<file path="src/rtl/eop_pkg.sv">
// Package with parse phases and TIFF/EXIF constants for the orientation parser.
`timescale 1ns / 1ps

package eop_pkg;

  // Parse phases of the header and first directory
  typedef enum logic [2:0] {
    PH_HEADER  = 3'd0,
    PH_WAIT    = 3'd1,
    PH_COUNT   = 3'd2,
    PH_ENTRIES = 3'd3,
    PH_TAIL    = 3'd4,
    PH_DONE    = 3'd5
  } phase_e;

  localparam logic [15:0] ORIENT_TAG     = 16'h0112;
  localparam logic [15:0] TIFF_MAGIC     = 16'd42;
  localparam logic [3:0]  ENTRY_LAST     = 4'd11;   // last byte index of a 12-byte entry
  localparam logic [15:0] SHORT_TYPE     = 16'd3;
  localparam logic [31:0] MIN_DIR_OFFSET = 32'd8;
  localparam logic [15:0] MAX_ORIENT     = 16'd8;
  localparam logic [7:0]  MARK_II        = 8'h49;   // 'I'
  localparam logic [7:0]  MARK_MM        = 8'h4D;   // 'M'
  localparam logic [3:0]  COUNT_BYTES    = 4'd2;
  localparam logic [3:0]  TAIL_BYTES     = 4'd4;

  // Entry byte indexes at which fields complete
  localparam logic [3:0]  EB_TAG   = 4'd1;
  localparam logic [3:0]  EB_TYPE  = 4'd3;
  localparam logic [3:0]  EB_COUNT = 4'd7;
  localparam logic [3:0]  EB_VALUE = 4'd9;

endpackage

</file>
<file path="src/rtl/exif_orientation_parser.sv">
// Top level: byte-stream TIFF/EXIF header parser that reports the orientation tag.
`timescale 1ns / 1ps

// Channel   Direction  Payload                                   Transaction
// s_axis    in         tdata[7:0] data_byte, tlast last_byte      one block byte
// m_axis    out        tdata[0] invalid, [1] present, [5:2] orient one result per block
//
// One byte is taken every cycle unless a final byte waits on a held result.
// A byte is parsed from the input register; a final byte puts its result in
// the output register when it is parsed. Reset clears the parse state and empties
// both registers. A held result stalls the input only when the next byte to
// be parsed is itself a final byte; other bytes keep flowing past it.

module exif_orientation_parser (
  input  logic       clk_i,
  input  logic       rst_ni,
  input  logic       s_axis_tvalid_i,
  output logic       s_axis_tready_o,
  input  logic [7:0] s_axis_tdata_i,   // [7:0] data_byte
  input  logic       s_axis_tlast_i,   // last_byte
  output logic       m_axis_tvalid_o,
  input  logic       m_axis_tready_i,
  output logic [7:0] m_axis_tdata_o    // [0] invalid, [1] present, [5:2] orientation, [7:6] 0
);

  // Input register
  logic       in_valid_q;
  logic [7:0] in_byte_q;
  logic       in_last_q;

  // Result register
  logic       out_valid_q;
  logic       out_invalid_q;
  logic       out_present_q;
  logic [3:0] out_orient_q;

  // Parse state
  eop_pkg::phase_e phase_q, phase_d;
  logic [31:0] pos_q, pos_d;
  logic        big_q, big_d;
  logic [31:0] shift_q, shift_d;
  logic [31:0] dir_q, dir_d;
  logic [15:0] total_q, total_d;
  logic [15:0] num_q, num_d;
  logic [3:0]  eb_q, eb_d;
  logic        fok_q, fok_d;
  logic        tag_q, tag_d;
  logic [3:0]  found_q, found_d;
  logic        err_q, err_d;
  logic [7:0]  mark_q, mark_d;

  logic        out_free;
  logic        proc_fire;
  logic        in_fire;
  logic [31:0] gath;
  logic [15:0] f16;
  logic [15:0] num_inc;
  logic        bad;

  // Handshake
  assign out_free        = !out_valid_q || m_axis_tready_i;
  assign proc_fire       = in_valid_q && (!in_last_q || out_free);
  assign s_axis_tready_o = !in_valid_q || proc_fire;
  assign in_fire         = s_axis_tvalid_i && s_axis_tready_o;

  // Field gathering in the current byte order
  assign gath    = big_q ? {shift_q[23:0], in_byte_q} : {in_byte_q, shift_q[31:8]};
  assign f16     = big_q ? gath[15:0] : gath[31:16];
  assign num_inc = num_q + 16'd1;

  // Next parse state for the registered byte
  always_comb begin
    phase_d = phase_q;
    pos_d   = (pos_q != 32'hFFFF_FFFF) ? pos_q + 32'd1 : pos_q;
    big_d   = big_q;
    shift_d = shift_q;
    dir_d   = dir_q;
    total_d = total_q;
    num_d   = num_q;
    eb_d    = eb_q;
    fok_d   = fok_q;
    tag_d   = tag_q;
    found_d = found_q;
    err_d   = err_q;
    mark_d  = mark_q;
    case (phase_q)
      eop_pkg::PH_HEADER: begin
        if (pos_q == 32'd0) begin
          mark_d = in_byte_q;
        end else if (pos_q == 32'd1) begin
          if (mark_q == eop_pkg::MARK_II && in_byte_q == eop_pkg::MARK_II) begin
            big_d = 1'b0;
          end else if (mark_q == eop_pkg::MARK_MM && in_byte_q == eop_pkg::MARK_MM) begin
            big_d = 1'b1;
          end else begin
            err_d = 1'b1;
          end
        end else begin
          shift_d = gath;
          if (pos_q == 32'd3 && f16 != eop_pkg::TIFF_MAGIC) err_d = 1'b1;
          if (pos_q == 32'd7) begin
            dir_d = gath;
            if (gath < eop_pkg::MIN_DIR_OFFSET) err_d = 1'b1;
            phase_d = eop_pkg::PH_WAIT;
          end
        end
      end
      eop_pkg::PH_WAIT: begin
        // the directory's first byte is also the first count byte
        if (pos_q == dir_q) begin
          shift_d = gath;
          eb_d    = 4'd1;
          phase_d = eop_pkg::PH_COUNT;
        end
      end
      eop_pkg::PH_COUNT: begin
        shift_d = gath;
        if (eb_q + 4'd1 >= eop_pkg::COUNT_BYTES) begin
          total_d = f16;
          num_d   = 16'd0;
          eb_d    = 4'd0;
          phase_d = (f16 == 16'd0) ? eop_pkg::PH_TAIL : eop_pkg::PH_ENTRIES;
        end else begin
          eb_d = eb_q + 4'd1;
        end
      end
      eop_pkg::PH_ENTRIES: begin
        shift_d = gath;
        case (eb_q)
          eop_pkg::EB_TAG: begin
            tag_d = (f16 == eop_pkg::ORIENT_TAG);
            if (f16 == eop_pkg::ORIENT_TAG && found_q != 4'd0) err_d = 1'b1;
          end
          eop_pkg::EB_TYPE: begin
            if (f16 != eop_pkg::SHORT_TYPE) fok_d = 1'b0;
          end
          eop_pkg::EB_COUNT: begin
            if (gath != 32'd1) fok_d = 1'b0;
          end
          eop_pkg::EB_VALUE: begin
            if (tag_q) begin
              if (fok_q && f16 >= 16'd1 && f16 <= eop_pkg::MAX_ORIENT) begin
                found_d = f16[3:0];
              end else begin
                err_d = 1'b1;
              end
            end
          end
          default: ;
        endcase
        if (eb_q >= eop_pkg::ENTRY_LAST) begin
          eb_d  = 4'd0;
          fok_d = 1'b1;
          tag_d = 1'b0;
          num_d = num_inc;
          if (num_inc >= total_q) phase_d = eop_pkg::PH_TAIL;
        end else begin
          eb_d = eb_q + 4'd1;
        end
      end
      eop_pkg::PH_TAIL: begin
        if (eb_q + 4'd1 >= eop_pkg::TAIL_BYTES) begin
          eb_d    = 4'd0;
          phase_d = eop_pkg::PH_DONE;
        end else begin
          eb_d = eb_q + 4'd1;
        end
      end
      default: ;
    endcase
  end

  assign bad = err_d || (phase_d != eop_pkg::PH_DONE);

  // Input register
  always_ff @(posedge clk_i or negedge rst_ni) begin
    if (!rst_ni) begin
      in_valid_q <= 1'b0;
    end else if (s_axis_tready_o) begin
      in_valid_q <= s_axis_tvalid_i;
    end
  end

  always_ff @(posedge clk_i) begin
    if (in_fire) begin
      in_byte_q <= s_axis_tdata_i;
      in_last_q <= s_axis_tlast_i;
    end
  end

  // Parse state; the final byte of a block returns it to reset values
  always_ff @(posedge clk_i or negedge rst_ni) begin
    if (!rst_ni) begin
      phase_q <= eop_pkg::PH_HEADER;
      pos_q   <= '0;
      big_q   <= 1'b0;
      shift_q <= '0;
      dir_q   <= '0;
      total_q <= '0;
      num_q   <= '0;
      eb_q    <= '0;
      fok_q   <= 1'b1;
      tag_q   <= 1'b0;
      found_q <= '0;
      err_q   <= 1'b0;
      mark_q  <= '0;
    end else if (proc_fire) begin
      if (in_last_q) begin
        phase_q <= eop_pkg::PH_HEADER;
        pos_q   <= '0;
        big_q   <= 1'b0;
        shift_q <= '0;
        dir_q   <= '0;
        total_q <= '0;
        num_q   <= '0;
        eb_q    <= '0;
        fok_q   <= 1'b1;
        tag_q   <= 1'b0;
        found_q <= '0;
        err_q   <= 1'b0;
        mark_q  <= '0;
      end else begin
        phase_q <= phase_d;
        pos_q   <= pos_d;
        big_q   <= big_d;
        shift_q <= shift_d;
        dir_q   <= dir_d;
        total_q <= total_d;
        num_q   <= num_d;
        eb_q    <= eb_d;
        fok_q   <= fok_d;
        tag_q   <= tag_d;
        found_q <= found_d;
        err_q   <= err_d;
        mark_q  <= mark_d;
      end
    end
  end

  // Result register
  always_ff @(posedge clk_i or negedge rst_ni) begin
    if (!rst_ni) begin
      out_valid_q <= 1'b0;
    end else if (proc_fire && in_last_q) begin
      out_valid_q <= 1'b1;
    end else if (m_axis_tready_i) begin
      out_valid_q <= 1'b0;
    end
  end

  always_ff @(posedge clk_i) begin
    if (proc_fire && in_last_q) begin
      out_invalid_q <= bad;
      out_present_q <= !bad && (found_d != 4'd0);
      out_orient_q  <= bad ? 4'd0 : found_d;
    end
  end

  assign m_axis_tvalid_o = out_valid_q;
  assign m_axis_tdata_o  = {2'b00, out_orient_q, out_present_q, out_invalid_q};

endmodule

</file>
<file path="config.mk">
export PLATFORM = sky130hd
export DESIGN_NAME = exif_orientation_parser
export DESIGN_NICKNAME = d
export VERILOG_FILES = /design/src/rtl/eop_pkg.sv /design/src/rtl/exif_orientation_parser.sv
export SDC_FILE = /design/constraint.sdc
export NUM_CORES = 1
export LEC_CHECK = 0
export ABC_AREA = 1
export BUFFER_PORTS_ARGS = -buffer_cell sky130_fd_sc_hd__buf_4
export CORE_MARGIN = 2
export CORE_UTILIZATION = 49
export DETAILED_ROUTE_END_ITERATION = 8
export PLACE_DENSITY = 0.67
export RECOVER_POWER = 25
export SLEW_MARGIN = 15
export SYNTH_ARGS = -nofsm -noshare
export SYNTH_HDL_FRONTEND = slang
export SYNTH_SLANG_ARGS = --single-unit
</file>
<file path="constraint.sdc">
create_clock -name clk_i -period 3.35 [get_ports clk_i]
set_input_delay 0 -clock clk_i [delete_from_list [all_inputs] [get_ports clk_i]]
set_output_delay 0 -clock clk_i [all_outputs]
set_load 0.03 [all_outputs]
</file>
==> flow_summary.ini <==
[outcome]
status = finished, violations left
violations = capacitance limit, slew limit

[floorplanning]
rows = 52
coreArea_sq_um = 20300
die-area_sq_um = 21900
die_w_um = 148
boundaryPins = 23
die_h_um = 148
initial_core_util = 0.501

[route]
first_pass_iters = 6
vias = 8922
drc_errors = 0
routed_wl_um = 26400
wl_per_cell_um = 15.5
via_per_inst = 5.22
ant_nets = 0
drt_iter0_markers = 746

[yosys]
synthFlopType = dfrtp_1
synth_top_area_frac = 0.374
synth_commonest_cells = 393 x nand2_1, 187 x inv_1, 172 x nor2_1, 152 x dfrtp_1, 84 x o21ai_0
synthMostInstantiatedCell = nand2_1
netlist_instances = 1398
synth_top_area_cell = dfrtp_1
yosysSeqAreaShare = 0.421
synth-edff-count = 15
ys_warn_count = 0
yosysUniqueCellTypes = 44
syn_area_per_cell_sq_um = 7.28
synthArstFlopShare = 0.911
synth.area.top_cells = dfrtp_1 37%, nand2_1 15%, inv_1 6.9%
ys_ff_latch = 168
syn-cell-area_sq_um = 10200

[placed_design]
dpl_cell_area_sq_um = 10600
dp_hpwl_um = 19300
port-buffer-count = 20
finalWeightedCongestion = 0.910

[timing]
slew_viol_final = 54
post-route-period-util = 0.994
tightest_slew_ns = 3.12
relSlewSlack = -1.08
rsz0062_at_grt = yes
clock_skew_ns = 0.0118
fmax_mhz = 300
fin_crit_ns = 3.33
holdWs_ns = 0.296
hold_viol_final = 0
setup_viol = 0

[clock_tree]
numCtsBuffers = 17
clk_pin_slew_ns = 0.07
htreeDepth = 4
clkSinkCount = 168
root_buffer = clkbuf_16
clk_latency_ns = 0.43
cts_tree = done
cts_buffer_depth = 2

[critical_path]
critPathKind = reg2reg
cp-start-kind = flip-flop
crit_path_max_fanout = 6
path_delay_family = simple AND/OR/NAND/NOR gates
crit_path_frequent_cell = nor2_2
crit_cells = 20
reg2reg_setup_slack_ns = 0.02
critPathMaxStageDelay_ns = 0.40
crit_required_ns = 3.50
crit_slowest_cell = dfrtp_1
r2r-start = num_q[0]
path_buf_inv = 2
end_kind = flip-flop
cp.arrival_ns = 3.48
ff2ff_path_depth = 20
crit_chain = ha_2, nand3_4, nor3_4, nand2_1, nor2_2, nand2_2, nor2_2, buf_4, nand3_1, xor2_1, inv_1, ha_1, nand2_2, nor2_1, a21oi_2, nand3_2, a21oi_2, nor2_1, nor2_2, nand3_4
r2r_end = out_invalid_q

[cells_and_area]
diodes = 0
area_growth_pct = 12.4
fillCellCount = 1966
drive_gt1_frac = 0.106
nets = 1462
final_area_sq_um = 11400

[global_routing]
grt.total_usage = 0.249
grt_pass1_wl_um = 43500
gr-total-overflow = 0
antenna_found_initial = 0
grt_pass1_vias = 8478
grt_max_degree = 68

[min_path]
hp-start = s_axis_tdata_i[1]
holdPathEnd = in_byte_q[1]
hold_path_class = in2reg
min_path_cells = 2

[job]
cap_violations = 1

[power_and_ir_drop]
power_density_nw_per_um2 = 533
leakagePower_nw = 5.32
ir_drop_mv = 0.349
metrics by stage:
stage                     std cells  setup WS (ns)  total power [mW]  TNS [ns]   util
after floorplan                1399          0.176              3.71         0      -
after global placement         1657        -0.0886              4.12    -0.252  0.520
after detailed placement       1657         -0.169              4.14    -0.910  0.520
after CTS                      1703         0.0315              6.12         0  0.557
after global routing           1709         -0.267              6.47    -17.15  0.563
final                          1709         0.0211              6.09         0  0.563
what timing repair did:
item,in CTS,in global routing
endpoints found under the hold margin,62,0
resized for setup,8,28
pin swaps,0,23
buffers inserted,0,6
setup endpoints to repair,7,9
hold buffers,14,0
layer usage:
metal  wire, um  global-route usage  share of wire  vias to the layer above
met2      12100               0.394           0.46                      231
li1           -                   -              -                     4498
met3       1260              0.0420          0.048                       34
met4        513              0.0695          0.019                        0
met1      12500               0.356           0.47                     4159
met5          0                   0              0                        -
flip-flops by register name (all words and copies together) (netlist names), 3 cells and up:
signal        count
out_orient_q      4
eb_q              4
in_byte_q         8
dir_q            32
mark_q            8
phase_q           3
shift_q          32
total_q          16
num_q            16
pos_q            32
found_q           4
worst max path at each step:
stage | start | endpoint | slack, ns
detailed placement | num_q[2] | out_invalid_q | -0.17
floorplan | num_q[0] | out_invalid_q | 0.18
CTS | num_q[0] | out_invalid_q | 0.03
global placement | num_q[0] | out_invalid_q | -0.09
global route | num_q[0] | out_invalid_q | -0.27
finish | num_q[0] | out_invalid_q | 0.02
kinds of logic after synthesis:
logic type,count (synthesis),synth area share
AND/OR/NAND/NOR,724,0.302
buffers and inverters,249,0.101
AO/OA/AOI/OAI,180,0.102
flip-flops,168,0.421
XOR/XNOR,53,0.0456
adder cells (fa/ha/maj),23,0.0283
other,1,0.000369
worst register-to-register path, stage by stage (launching register included):
cell	delay (ns)
dfrtp_1	0.40
ha_2	0.24
nand3_4	0.09
nor3_4	0.19
nand2_1	0.09
nor2_2	0.14
nand2_2	0.08
nor2_2	0.12
buf_4	0.12
nand3_1	0.07
xor2_1	0.19
inv_1	0.08
ha_1	0.29
nand2_2	0.08
nor2_1	0.05
a21oi_2	0.13
nand3_2	0.12
a21oi_2	0.20
nor2_1	0.07
nor2_2	0.16
nand3_4	0.14
power by group:
part | internal [mW] | total (mW) | switching [mW]
Sequential | 2.34 | 2.52 | 0.185
Clock | 1.09 | 1.95 | 0.861
Combinational | 0.514 | 1.62 | 1.10
layout by cell type (no fill, tap or decap), drive strengths merged, types with 2 or more instances in the layout:
cell type	synthesis	routed
nand3	51	51
dfrtp	152	152
conb	1	2
and2	9	9
clkinv	1	6
xnor2	28	28
xor2	25	25
o22ai	26	26
nand4	28	28
o21ai	98	98
nor2	186	186
clkbuf	16	30
buf	39	39
o2111ai	2	2
or2	4	4
nor4	13	13
ha	23	23
inv	193	198
dlygate4sd3	0	14
nand2	405	405
o21a	6	6
edfxtp	15	15
a21oi	24	24
nor3	27	27
o31ai	22	22
final cells by class:
cell class	count	area (sq um)	area share
sequential	168	4280	0.374
inverter	194	731	0.0639
timing repair buffer	63	508	0.0444
clock inverter	12	111	0.00974
tap	270	338	0.0296
multi-input combinational	982	5000	0.437
clock buffer	20	467	0.0408
No activity file was read; power rests on OpenSTA's default activity.
